<file path="src/rtl/core/icymd_pkg.sv">
package icymd_pkg;

    // Kind of each outgoing word
    typedef enum logic [1:0] {
        KIND_HEADER   = 2'd0,
        KIND_AUDIO    = 2'd1,
        KIND_META_LEN = 2'd2,
        KIND_META     = 2'd3
    } byte_kind_t;

    // Progress of the metaint key and its value
    typedef enum logic [1:0] {
        KEY_SEARCH  = 2'd0,
        KEY_VALUE   = 2'd1,
        KEY_DONE    = 2'd2,
        KEY_INVALID = 2'd3
    } key_status_t;

    localparam logic [3:0] KEY_LEN       = 4'd12;
    localparam logic [3:0] KEY_RESTART_K = 4'd9;
    localparam logic [3:0] KEY_AFTER_IC  = 4'd2;
    localparam logic [7:0] CHAR_CR       = 8'h0d;
    localparam logic [7:0] CHAR_LF       = 8'h0a;
    localparam logic [7:0] CHAR_SPACE    = 8'h20;
    localparam logic [7:0] CHAR_ZERO     = 8'h30;
    localparam logic [7:0] CHAR_NINE     = 8'h39;
    localparam logic [7:0] CHAR_UPPER_A  = 8'h41;
    localparam logic [7:0] CHAR_UPPER_Z  = 8'h5a;
    localparam logic [7:0] CHAR_LOWER_C  = 8'h63;
    localparam logic [7:0] CHAR_LOWER_I  = 8'h69;
    localparam logic [7:0] CASE_OFFSET   = 8'h20;
    localparam int         META_LEN_BITS = 12;

    // Lowercase text of "icy-metaint:"
    function automatic logic [7:0] key_char(input logic [3:0] idx);
        logic [7:0] ch;
        begin
            case (idx)
                4'd0:    ch = 8'h69; // i
                4'd1:    ch = 8'h63; // c
                4'd2:    ch = 8'h79; // y
                4'd3:    ch = 8'h2d; // -
                4'd4:    ch = 8'h6d; // m
                4'd5:    ch = 8'h65; // e
                4'd6:    ch = 8'h74; // t
                4'd7:    ch = 8'h61; // a
                4'd8:    ch = 8'h69; // i
                4'd9:    ch = 8'h6e; // n
                4'd10:   ch = 8'h74; // t
                4'd11:   ch = 8'h3a; // :
                default: ch = 8'h00;
            endcase
            return ch;
        end
    endfunction

endpackage

</file>
<file path="src/rtl/core/icy_stream_metadata_demux.sv">
// ICY stream metadata demux. Takes one received stream word per cycle while
// in_ready is high and returns it tagged as header, audio, metadata length or
// metadata. During the header it scans for the blank line (CR LF CR LF) and
// parses the first "icy-metaint:" value (case-insensitive, spaces skipped, bad
// characters give 0, saturating at INTERVAL_BITS). Each word is held in the
// input register, where the parser state is updated, and then sits in the
// output register; with both sides flowing a word is accepted every cycle.
// The metadata length word is scaled by 16. A connection_start word restarts
// header parsing; metadata_enable is kept.
// Write metadata_enable only while no words are in flight.
module icy_stream_metadata_demux #(
    parameter int INTERVAL_BITS = 24
) (
    input  logic       clk,
    input  logic       rst_n,
    input  logic       cfg_wr_en,
    input  logic       cfg_wr_data,
    input  logic       in_valid,
    output logic       in_ready,
    input  logic [7:0] data_byte,
    input  logic       connection_start,
    output logic       out_valid,
    input  logic       out_ready,
    output logic [7:0] out_byte,
    output logic [1:0] byte_kind,
    output logic       metadata_last,
    output logic       header_done,
    output logic       no_metadata
);
    import icymd_pkg::*;

    localparam int WIDE_BITS = INTERVAL_BITS + 4;

    // Configuration
    logic metadata_enable_reg;

    // Input stage
    logic       s1_valid_reg;
    logic [7:0] s1_byte_reg;
    logic       s1_start_reg;
    logic       advance;

    // Parser state
    logic                         in_header_reg, in_header_next;
    logic [1:0]                   end_count_reg, end_count_next;
    logic [3:0]                   key_count_reg, key_count_next;
    key_status_t                  key_status_reg, key_status_next;
    logic [INTERVAL_BITS-1:0]     interval_reg, interval_next;
    logic [INTERVAL_BITS-1:0]     audio_count_reg, audio_count_next;
    logic [META_LEN_BITS-1:0]     meta_rem_reg, meta_rem_next;

    // Result
    logic       out_valid_reg;
    logic [7:0] out_byte_reg, out_byte_next;
    byte_kind_t kind_reg, kind_next;
    logic       last_reg, last_next;
    logic       done_reg, done_next;
    logic       nometa_reg, nometa_next;

    // Handshake: input stage moves on whenever the output slot is free
    assign advance  = s1_valid_reg && (!out_valid_reg || out_ready);
    assign in_ready = !s1_valid_reg || advance;

    always_ff @(posedge clk or negedge rst_n)
    begin
        if (!rst_n)
        begin
            metadata_enable_reg <= 1'b1;
        end
        else if (cfg_wr_en)
        begin
            metadata_enable_reg <= cfg_wr_data;
        end
    end

    // Input register
    always_ff @(posedge clk or negedge rst_n)
    begin
        if (!rst_n)
        begin
            s1_valid_reg <= 1'b0;
        end
        else if (in_ready)
        begin
            s1_valid_reg <= in_valid;
        end
    end

    always_ff @(posedge clk)
    begin
        if (in_valid && in_ready)
        begin
            s1_byte_reg  <= data_byte;
            s1_start_reg <= connection_start;
        end
    end

    // Parse and classify one word
    always_comb
    begin
        logic                     cur_in_header;
        logic [1:0]               cur_end;
        logic [3:0]               cur_key;
        key_status_t              cur_status;
        logic [INTERVAL_BITS-1:0] cur_interval;
        logic [INTERVAL_BITS-1:0] cur_audio;
        logic [META_LEN_BITS-1:0] cur_rem;
        logic                     meta_on;
        logic [7:0]               b;
        logic [7:0]               lc;
        logic [3:0]               k;
        logic [7:0]               end_ch;
        logic [WIDE_BITS-1:0]     wide_val;
        logic [WIDE_BITS-1:0]     digit;

        b = s1_byte_reg;

        // Connection restart clears stream state before this word
        cur_in_header = s1_start_reg ? 1'b1 : in_header_reg;
        cur_end       = s1_start_reg ? 2'd0 : end_count_reg;
        cur_key       = s1_start_reg ? 4'd0 : key_count_reg;
        cur_status    = s1_start_reg ? KEY_SEARCH : key_status_reg;
        cur_interval  = s1_start_reg ? '0 : interval_reg;
        cur_audio     = s1_start_reg ? '0 : audio_count_reg;
        cur_rem       = s1_start_reg ? '0 : meta_rem_reg;

        meta_on = metadata_enable_reg && (cur_interval != '0);

        in_header_next   = cur_in_header;
        end_count_next   = cur_end;
        key_count_next   = cur_key;
        key_status_next  = cur_status;
        interval_next    = cur_interval;
        audio_count_next = cur_audio;
        meta_rem_next    = cur_rem;

        out_byte_next = b;
        kind_next     = KIND_HEADER;
        last_next     = 1'b0;
        done_next     = 1'b0;
        nometa_next   = 1'b0;

        lc = ((b >= CHAR_UPPER_A) && (b <= CHAR_UPPER_Z)) ? b + CASE_OFFSET : b;
        k  = cur_key;
        digit    = WIDE_BITS'(b - CHAR_ZERO);
        wide_val = (WIDE_BITS'(cur_interval) << 3) + (WIDE_BITS'(cur_interval) << 1)
                   + digit;
        end_ch   = cur_end[0] ? CHAR_LF : CHAR_CR;

        if (cur_in_header)
        begin
            // Key matcher and value parser
            case (cur_status)
                KEY_SEARCH:
                begin
                    if ((k < KEY_LEN) && (lc == key_char(k)))
                    begin
                        k = k + 4'd1;
                    end
                    else if ((k == KEY_RESTART_K) && (lc == CHAR_LOWER_C))
                    begin
                        k = KEY_AFTER_IC;
                    end
                    else if (lc == CHAR_LOWER_I)
                    begin
                        k = 4'd1;
                    end
                    else
                    begin
                        k = 4'd0;
                    end
                    if (k >= KEY_LEN)
                    begin
                        key_status_next = KEY_VALUE;
                        k = 4'd0;
                    end
                    key_count_next = k;
                end
                KEY_VALUE:
                begin
                    if (b == CHAR_CR)
                    begin
                        key_status_next = KEY_DONE;
                    end
                    else if (b == CHAR_SPACE)
                    begin
                        key_status_next = KEY_VALUE;
                    end
                    else if ((b >= CHAR_ZERO) && (b <= CHAR_NINE))
                    begin
                        // saturate on overflow
                        if (wide_val[WIDE_BITS-1:INTERVAL_BITS] != '0)
                            interval_next = '1;
                        else
                            interval_next = wide_val[INTERVAL_BITS-1:0];
                    end
                    else
                    begin
                        interval_next   = '0;
                        key_status_next = KEY_INVALID;
                    end
                end
                default:
                begin
                    key_status_next = cur_status;
                end
            endcase

            // Blank-line detector
            if (b == end_ch)
            begin
                if (cur_end == 2'd3)
                begin
                    end_count_next = 2'd0;
                    in_header_next = 1'b0;
                    done_next      = 1'b1;
                    nometa_next    = metadata_enable_reg && (cur_interval == '0);
                end
                else
                begin
                    end_count_next = cur_end + 2'd1;
                end
            end
            else
            begin
                end_count_next = (b == CHAR_CR) ? 2'd1 : 2'd0;
            end
        end
        else if (meta_on && (cur_audio == cur_interval))
        begin
            kind_next        = KIND_META_LEN;
            audio_count_next = '0;
            meta_rem_next    = {b, 4'b0000};
        end
        else if (cur_rem != '0)
        begin
            kind_next     = KIND_META;
            meta_rem_next = cur_rem - META_LEN_BITS'(1);
            last_next     = (cur_rem == META_LEN_BITS'(1));
        end
        else
        begin
            kind_next = KIND_AUDIO;
            if (meta_on)
                audio_count_next = cur_audio + INTERVAL_BITS'(1);
        end
    end

    // Parser state registers
    always_ff @(posedge clk or negedge rst_n)
    begin
        if (!rst_n)
        begin
            in_header_reg   <= 1'b1;
            end_count_reg   <= 2'd0;
            key_count_reg   <= 4'd0;
            key_status_reg  <= KEY_SEARCH;
            interval_reg    <= '0;
            audio_count_reg <= '0;
            meta_rem_reg    <= '0;
        end
        else if (advance)
        begin
            in_header_reg   <= in_header_next;
            end_count_reg   <= end_count_next;
            key_count_reg   <= key_count_next;
            key_status_reg  <= key_status_next;
            interval_reg    <= interval_next;
            audio_count_reg <= audio_count_next;
            meta_rem_reg    <= meta_rem_next;
        end
    end

    // Output register
    always_ff @(posedge clk or negedge rst_n)
    begin
        if (!rst_n)
        begin
            out_valid_reg <= 1'b0;
        end
        else if (advance)
        begin
            out_valid_reg <= 1'b1;
        end
        else if (out_ready)
        begin
            out_valid_reg <= 1'b0;
        end
    end

    always_ff @(posedge clk)
    begin
        if (advance)
        begin
            out_byte_reg <= out_byte_next;
            kind_reg     <= kind_next;
            last_reg     <= last_next;
            done_reg     <= done_next;
            nometa_reg   <= nometa_next;
        end
    end

    assign out_valid     = out_valid_reg;
    assign out_byte      = out_byte_reg;
    assign byte_kind     = kind_reg;
    assign metadata_last = last_reg;
    assign header_done   = done_reg;
    assign no_metadata   = nometa_reg;

`ifndef SYNTHESIS
    // no_metadata only accompanies the end of the header
    assert property (@(posedge clk) disable iff (!rst_n)
        (out_valid && no_metadata) |-> header_done)
        else $error("no_metadata without header_done");

    // last flag only on a metadata word
    assert property (@(posedge clk) disable iff (!rst_n)
        (out_valid && metadata_last) |-> (byte_kind == KIND_META))
        else $error("metadata_last on non-metadata word");

    // header end is reported on a header word
    assert property (@(posedge clk) disable iff (!rst_n)
        (out_valid && header_done) |-> (byte_kind == KIND_HEADER))
        else $error("header_done on non-header word");

    // an empty input stage always takes a word
    assert property (@(posedge clk) disable iff (!rst_n)
        !s1_valid_reg |-> in_ready)
        else $error("input stalled while empty");

    // once the header ends, no header word until a restart
    assert property (@(posedge clk) disable iff (!rst_n)
        (advance && !s1_start_reg && !in_header_reg) |=> (kind_reg != KIND_HEADER))
        else $error("header word after header end");
`endif

endmodule
</file>
<file path="config.mk">
export PLATFORM = sky130hd
export DESIGN_NAME = icy_stream_metadata_demux
export DESIGN_NICKNAME = d
export VERILOG_FILES = /design/src/rtl/core/icymd_pkg.sv /design/src/rtl/core/icy_stream_metadata_demux.sv
export SDC_FILE = /design/constraint.sdc
export NUM_CORES = 1
export LEC_CHECK = 0
export ABC_AREA = 1
export ABC_CLOCK_PERIOD_IN_PS = 4800
export BUFFER_PORTS_ARGS = -buffer_cell sky130_fd_sc_hd__buf_2
export CORE_UTILIZATION = 64
export DETAILED_ROUTE_END_ITERATION = 8
export MAX_ROUTING_LAYER = met4
export PLACE_DENSITY = 0.82
export SLEW_MARGIN = 20
export SYNTH_ARGS = -nofsm -noshare
export SYNTH_HDL_FRONTEND = slang
export SYNTH_SLANG_ARGS = --single-unit
</file>
<file path="constraint.sdc">
create_clock -name clk -period 4.8 [get_ports clk]
set_input_delay 0.96 -clock clk [delete_from_list [all_inputs] [get_ports clk]]
set_output_delay 0.96 -clock clk [all_outputs]
set_load 0.01 [all_outputs]
</file>
==> flow_summary.yaml <==
worst_setup_path:
  cp-start-kind: "flip-flop"
  crit_path_max_fanout: 24
  end_kind: "flip-flop"
  critPathKind: "flip-flop to flip-flop"
  crit_arrival_ns: 4.44
  cp.required_ns: 5.06
floorplan:
  die_x_um: 122
  dieArea_sq_um: 14900
  coreArea_sq_um: 14000
  die_y_um: 122
  std_cell_rows: 43
  initial_utilization_pct: 66.2
  ios: 30
synth:
  synth.distinct_cells: 41
  syn_inst: 1458
  yosysSeqAreaShare_pct: 26.6
  synth_warnings: 0
  syn_avg_cell_area_sq_um: 6.35
  ys_ff_latch: 94
  syn_area_sq_um: 9250
  synth_nets: 1541
  yosys.area.top_type: "dfrtp_1"
  yosys.area.top_type_share_pct: 18.9
  ys_top_cells_by_area: "dfrtp_1 (19%), nand2_1 (18%), nor2_1 (7.9%)"
drt:
  vias: 9557
  drt-initial-drc-count: 1255
  drc: 0
  wl_per_cell_um: 15.8
  antenna_left: 0
  finalWirelength_mm: 26.1
  drt_pass1_iterations: 8
  viasPerCell: 5.79
timing:
  finalHoldViolations: 0
  hold_ws_ns: 0.482
  fin_crit_sh_pct: 87.2
  rsz0062_at_grt: "false"
  fin_crit_ns: 4.19
  tns_ns: 0
  setup_violations: 0
  fmax_mhz: 239
  worst_pin_slew_ns: 0.994
  relSlewSlack_pct: 33.7
  drv_slew: 0
  skew_ns: 0.0144
clock_tree:
  clkLatencyLatePin_ns: 0.37
  clock_sinks: 94
  cts_tree: "done"
  post_cts.repair.setup_buffers: 0
  clkSlewWorstSetupHoldPaths_ns: 0.07
  ctsHtreeMaxLevel: 3
  cts_made_buffers: 9
  root_buffer: "clkbuf_16"
  clock_path_buffers: 2
  cts_resized: 0
  hold_buffers: 0
place:
  place_congestion: 0.986
  hpwl_mm: 19.3
  numPortBuffers: 29
  placed_area_sq_um: 9520
grt:
  grt_pass1_vias: 8823
  antenna_found_initial: 0
  grt_max_degree: 73
  grt_usage_pct: 37.7
  grt-ovfl-total: 0
  grt_pass1_wl_mm: 43.0
finish:
  area.growth.synth_to_final_pct: 5.98
  final_area_sq_um: 9810
  final_common_cell: "nand2_1"
  antenna_cells: 0
  fill_cells: 1256
  nets: 1550
  drive_above_1_share_pct: 5.37
  final_core_util_pct: 70.1
  final_cell_mix: "nand2_1 (436), nor2_1 (194), inv_1 (189)"
pwr:
  peakVddDrop_v: 0.000415
  power.density_nw_per_um2: 489
  p_leak_nw: 5.01
status:
  status: "complete, no violations"
hold_path:
  hold_class: "flip-flop to flip-flop"
flow_run:
  maxCapViolations: 0
power by group:
part / internal, W / total [W] / leakage, nW / switching, W
clock network: 0.000386 / 0.000727 / 0.138 / 0.000342
logic: 0.000929 / 0.00275 / 3.79 / 0.00182
registers: 0.00108 / 0.00132 / 1.08 / 0.000244
path summary, 6_finish.rpt:
check | cells past startpoint | slack, ns | end | from
setup / recovery | 22 | 0.61 | interval_reg[8] | out_byte_next[4]
hold / removal | 2 | 0.48 | meta_rem_reg[0] | meta_rem_reg[0]
setup reg to reg | 22 | 0.61 | interval_reg[8] | out_byte_next[4]
hold reg to reg | 2 | 0.48 | meta_rem_reg[0] | meta_rem_reg[0]
max in group asynchronous | 1 | 3.40 | interval_reg[16] | rst_n
min in group asynchronous | 1 | 0.75 | meta_rem_reg[0] | rst_n
kinds of logic after synthesis:
family,Yosys count,synth area share (%)
DFF,94,26.6
adders and majority gates,68,11.1
and+or+nand+nor,798,35.6
buffers and inverters,238,10.1
AOI/OAI and AO/OA,220,12.8
xor gates and xnor gates,40,3.79
worst max-delay path, stage by stage (launching register included):
cell      delay [ns]
edfxtp_1        0.53
ha_1            0.31
nor2_2          0.59
inv_1           0.19
fa_1            0.53
inv_1           0.07
ha_1            0.34
nand2_1         0.10
nor2_1          0.17
nand2_1         0.09
nor2_1          0.09
nand2_1         0.08
nand3_1         0.09
nand2_1         0.05
nand2_1         0.07
inv_1           0.05
nor2_1          0.10
buf_4           0.26
nand3_1         0.13
nand2_1         0.08
nand2_1         0.04
nand2_1         0.05
nand2_1         0.05
cell type report:
class / instances / area [sq um] / share of cell area, %
well taps: 180 / 225 / 2.30
inverters: 194 / 728 / 7.43
multi-input cells: 1126 / 5860 / 59.7
clock buffers: 12 / 258 / 2.63
clock inverters: 4 / 30.0 / 0.306
repair buffers: 42 / 245 / 2.50
flip-flops and latches: 94 / 2460 / 25.1
synth_stat cells, drive strengths merged:
| library cell | n |
|---|---|
| a211oi | 2 |
| a21boi | 6 |
| a21o | 1 |
| a21oi | 127 |
| a22oi | 10 |
| a31oi | 8 |
| and2 | 2 |
| buf | 15 |
| clkbuf | 29 |
| clkinv | 1 |
| dfrtp | 70 |
| dfstp | 2 |
| edfxtp | 22 |
| fa | 23 |
| ha | 45 |
| inv | 193 |
| nand2 | 440 |
| nand3 | 111 |
| nand3b | 4 |
| nand4 | 23 |
| nor2 | 198 |
| nor3 | 15 |
| nor4 | 1 |
| o21ai | 50 |
| o21bai | 2 |
| o22ai | 13 |
| o31ai | 1 |
| or2 | 4 |
| xnor2 | 18 |
| xor2 | 22 |
per-layer routing:
metal	vias up	global-route usage, %	wire [um]
met2	477	56.4	11400
li1	4684	-	-
met5	-	-	0
met1	4332	52.6	11700
met4	0	12.6	684
met3	64	5.30	2260
stage by stage:
| stage | setup slack (ns) | total power (W) | instances |
|---|---|---|---|
| 6_report | 0.613 | 0.00480 | 1652 |
| 5_1_grt | 0.220 | 0.00522 | 1652 |
| 2_1_floorplan | 0.460 | 0.00332 | 1458 |
| 3_3_place_gp | 0.774 | 0.00396 | 1636 |
| 4_1_cts | 0.655 | 0.00474 | 1652 |
| 3_5_place_dp | 0.695 | 0.00401 | 1636 |
(Power assumes the default switching activity.)
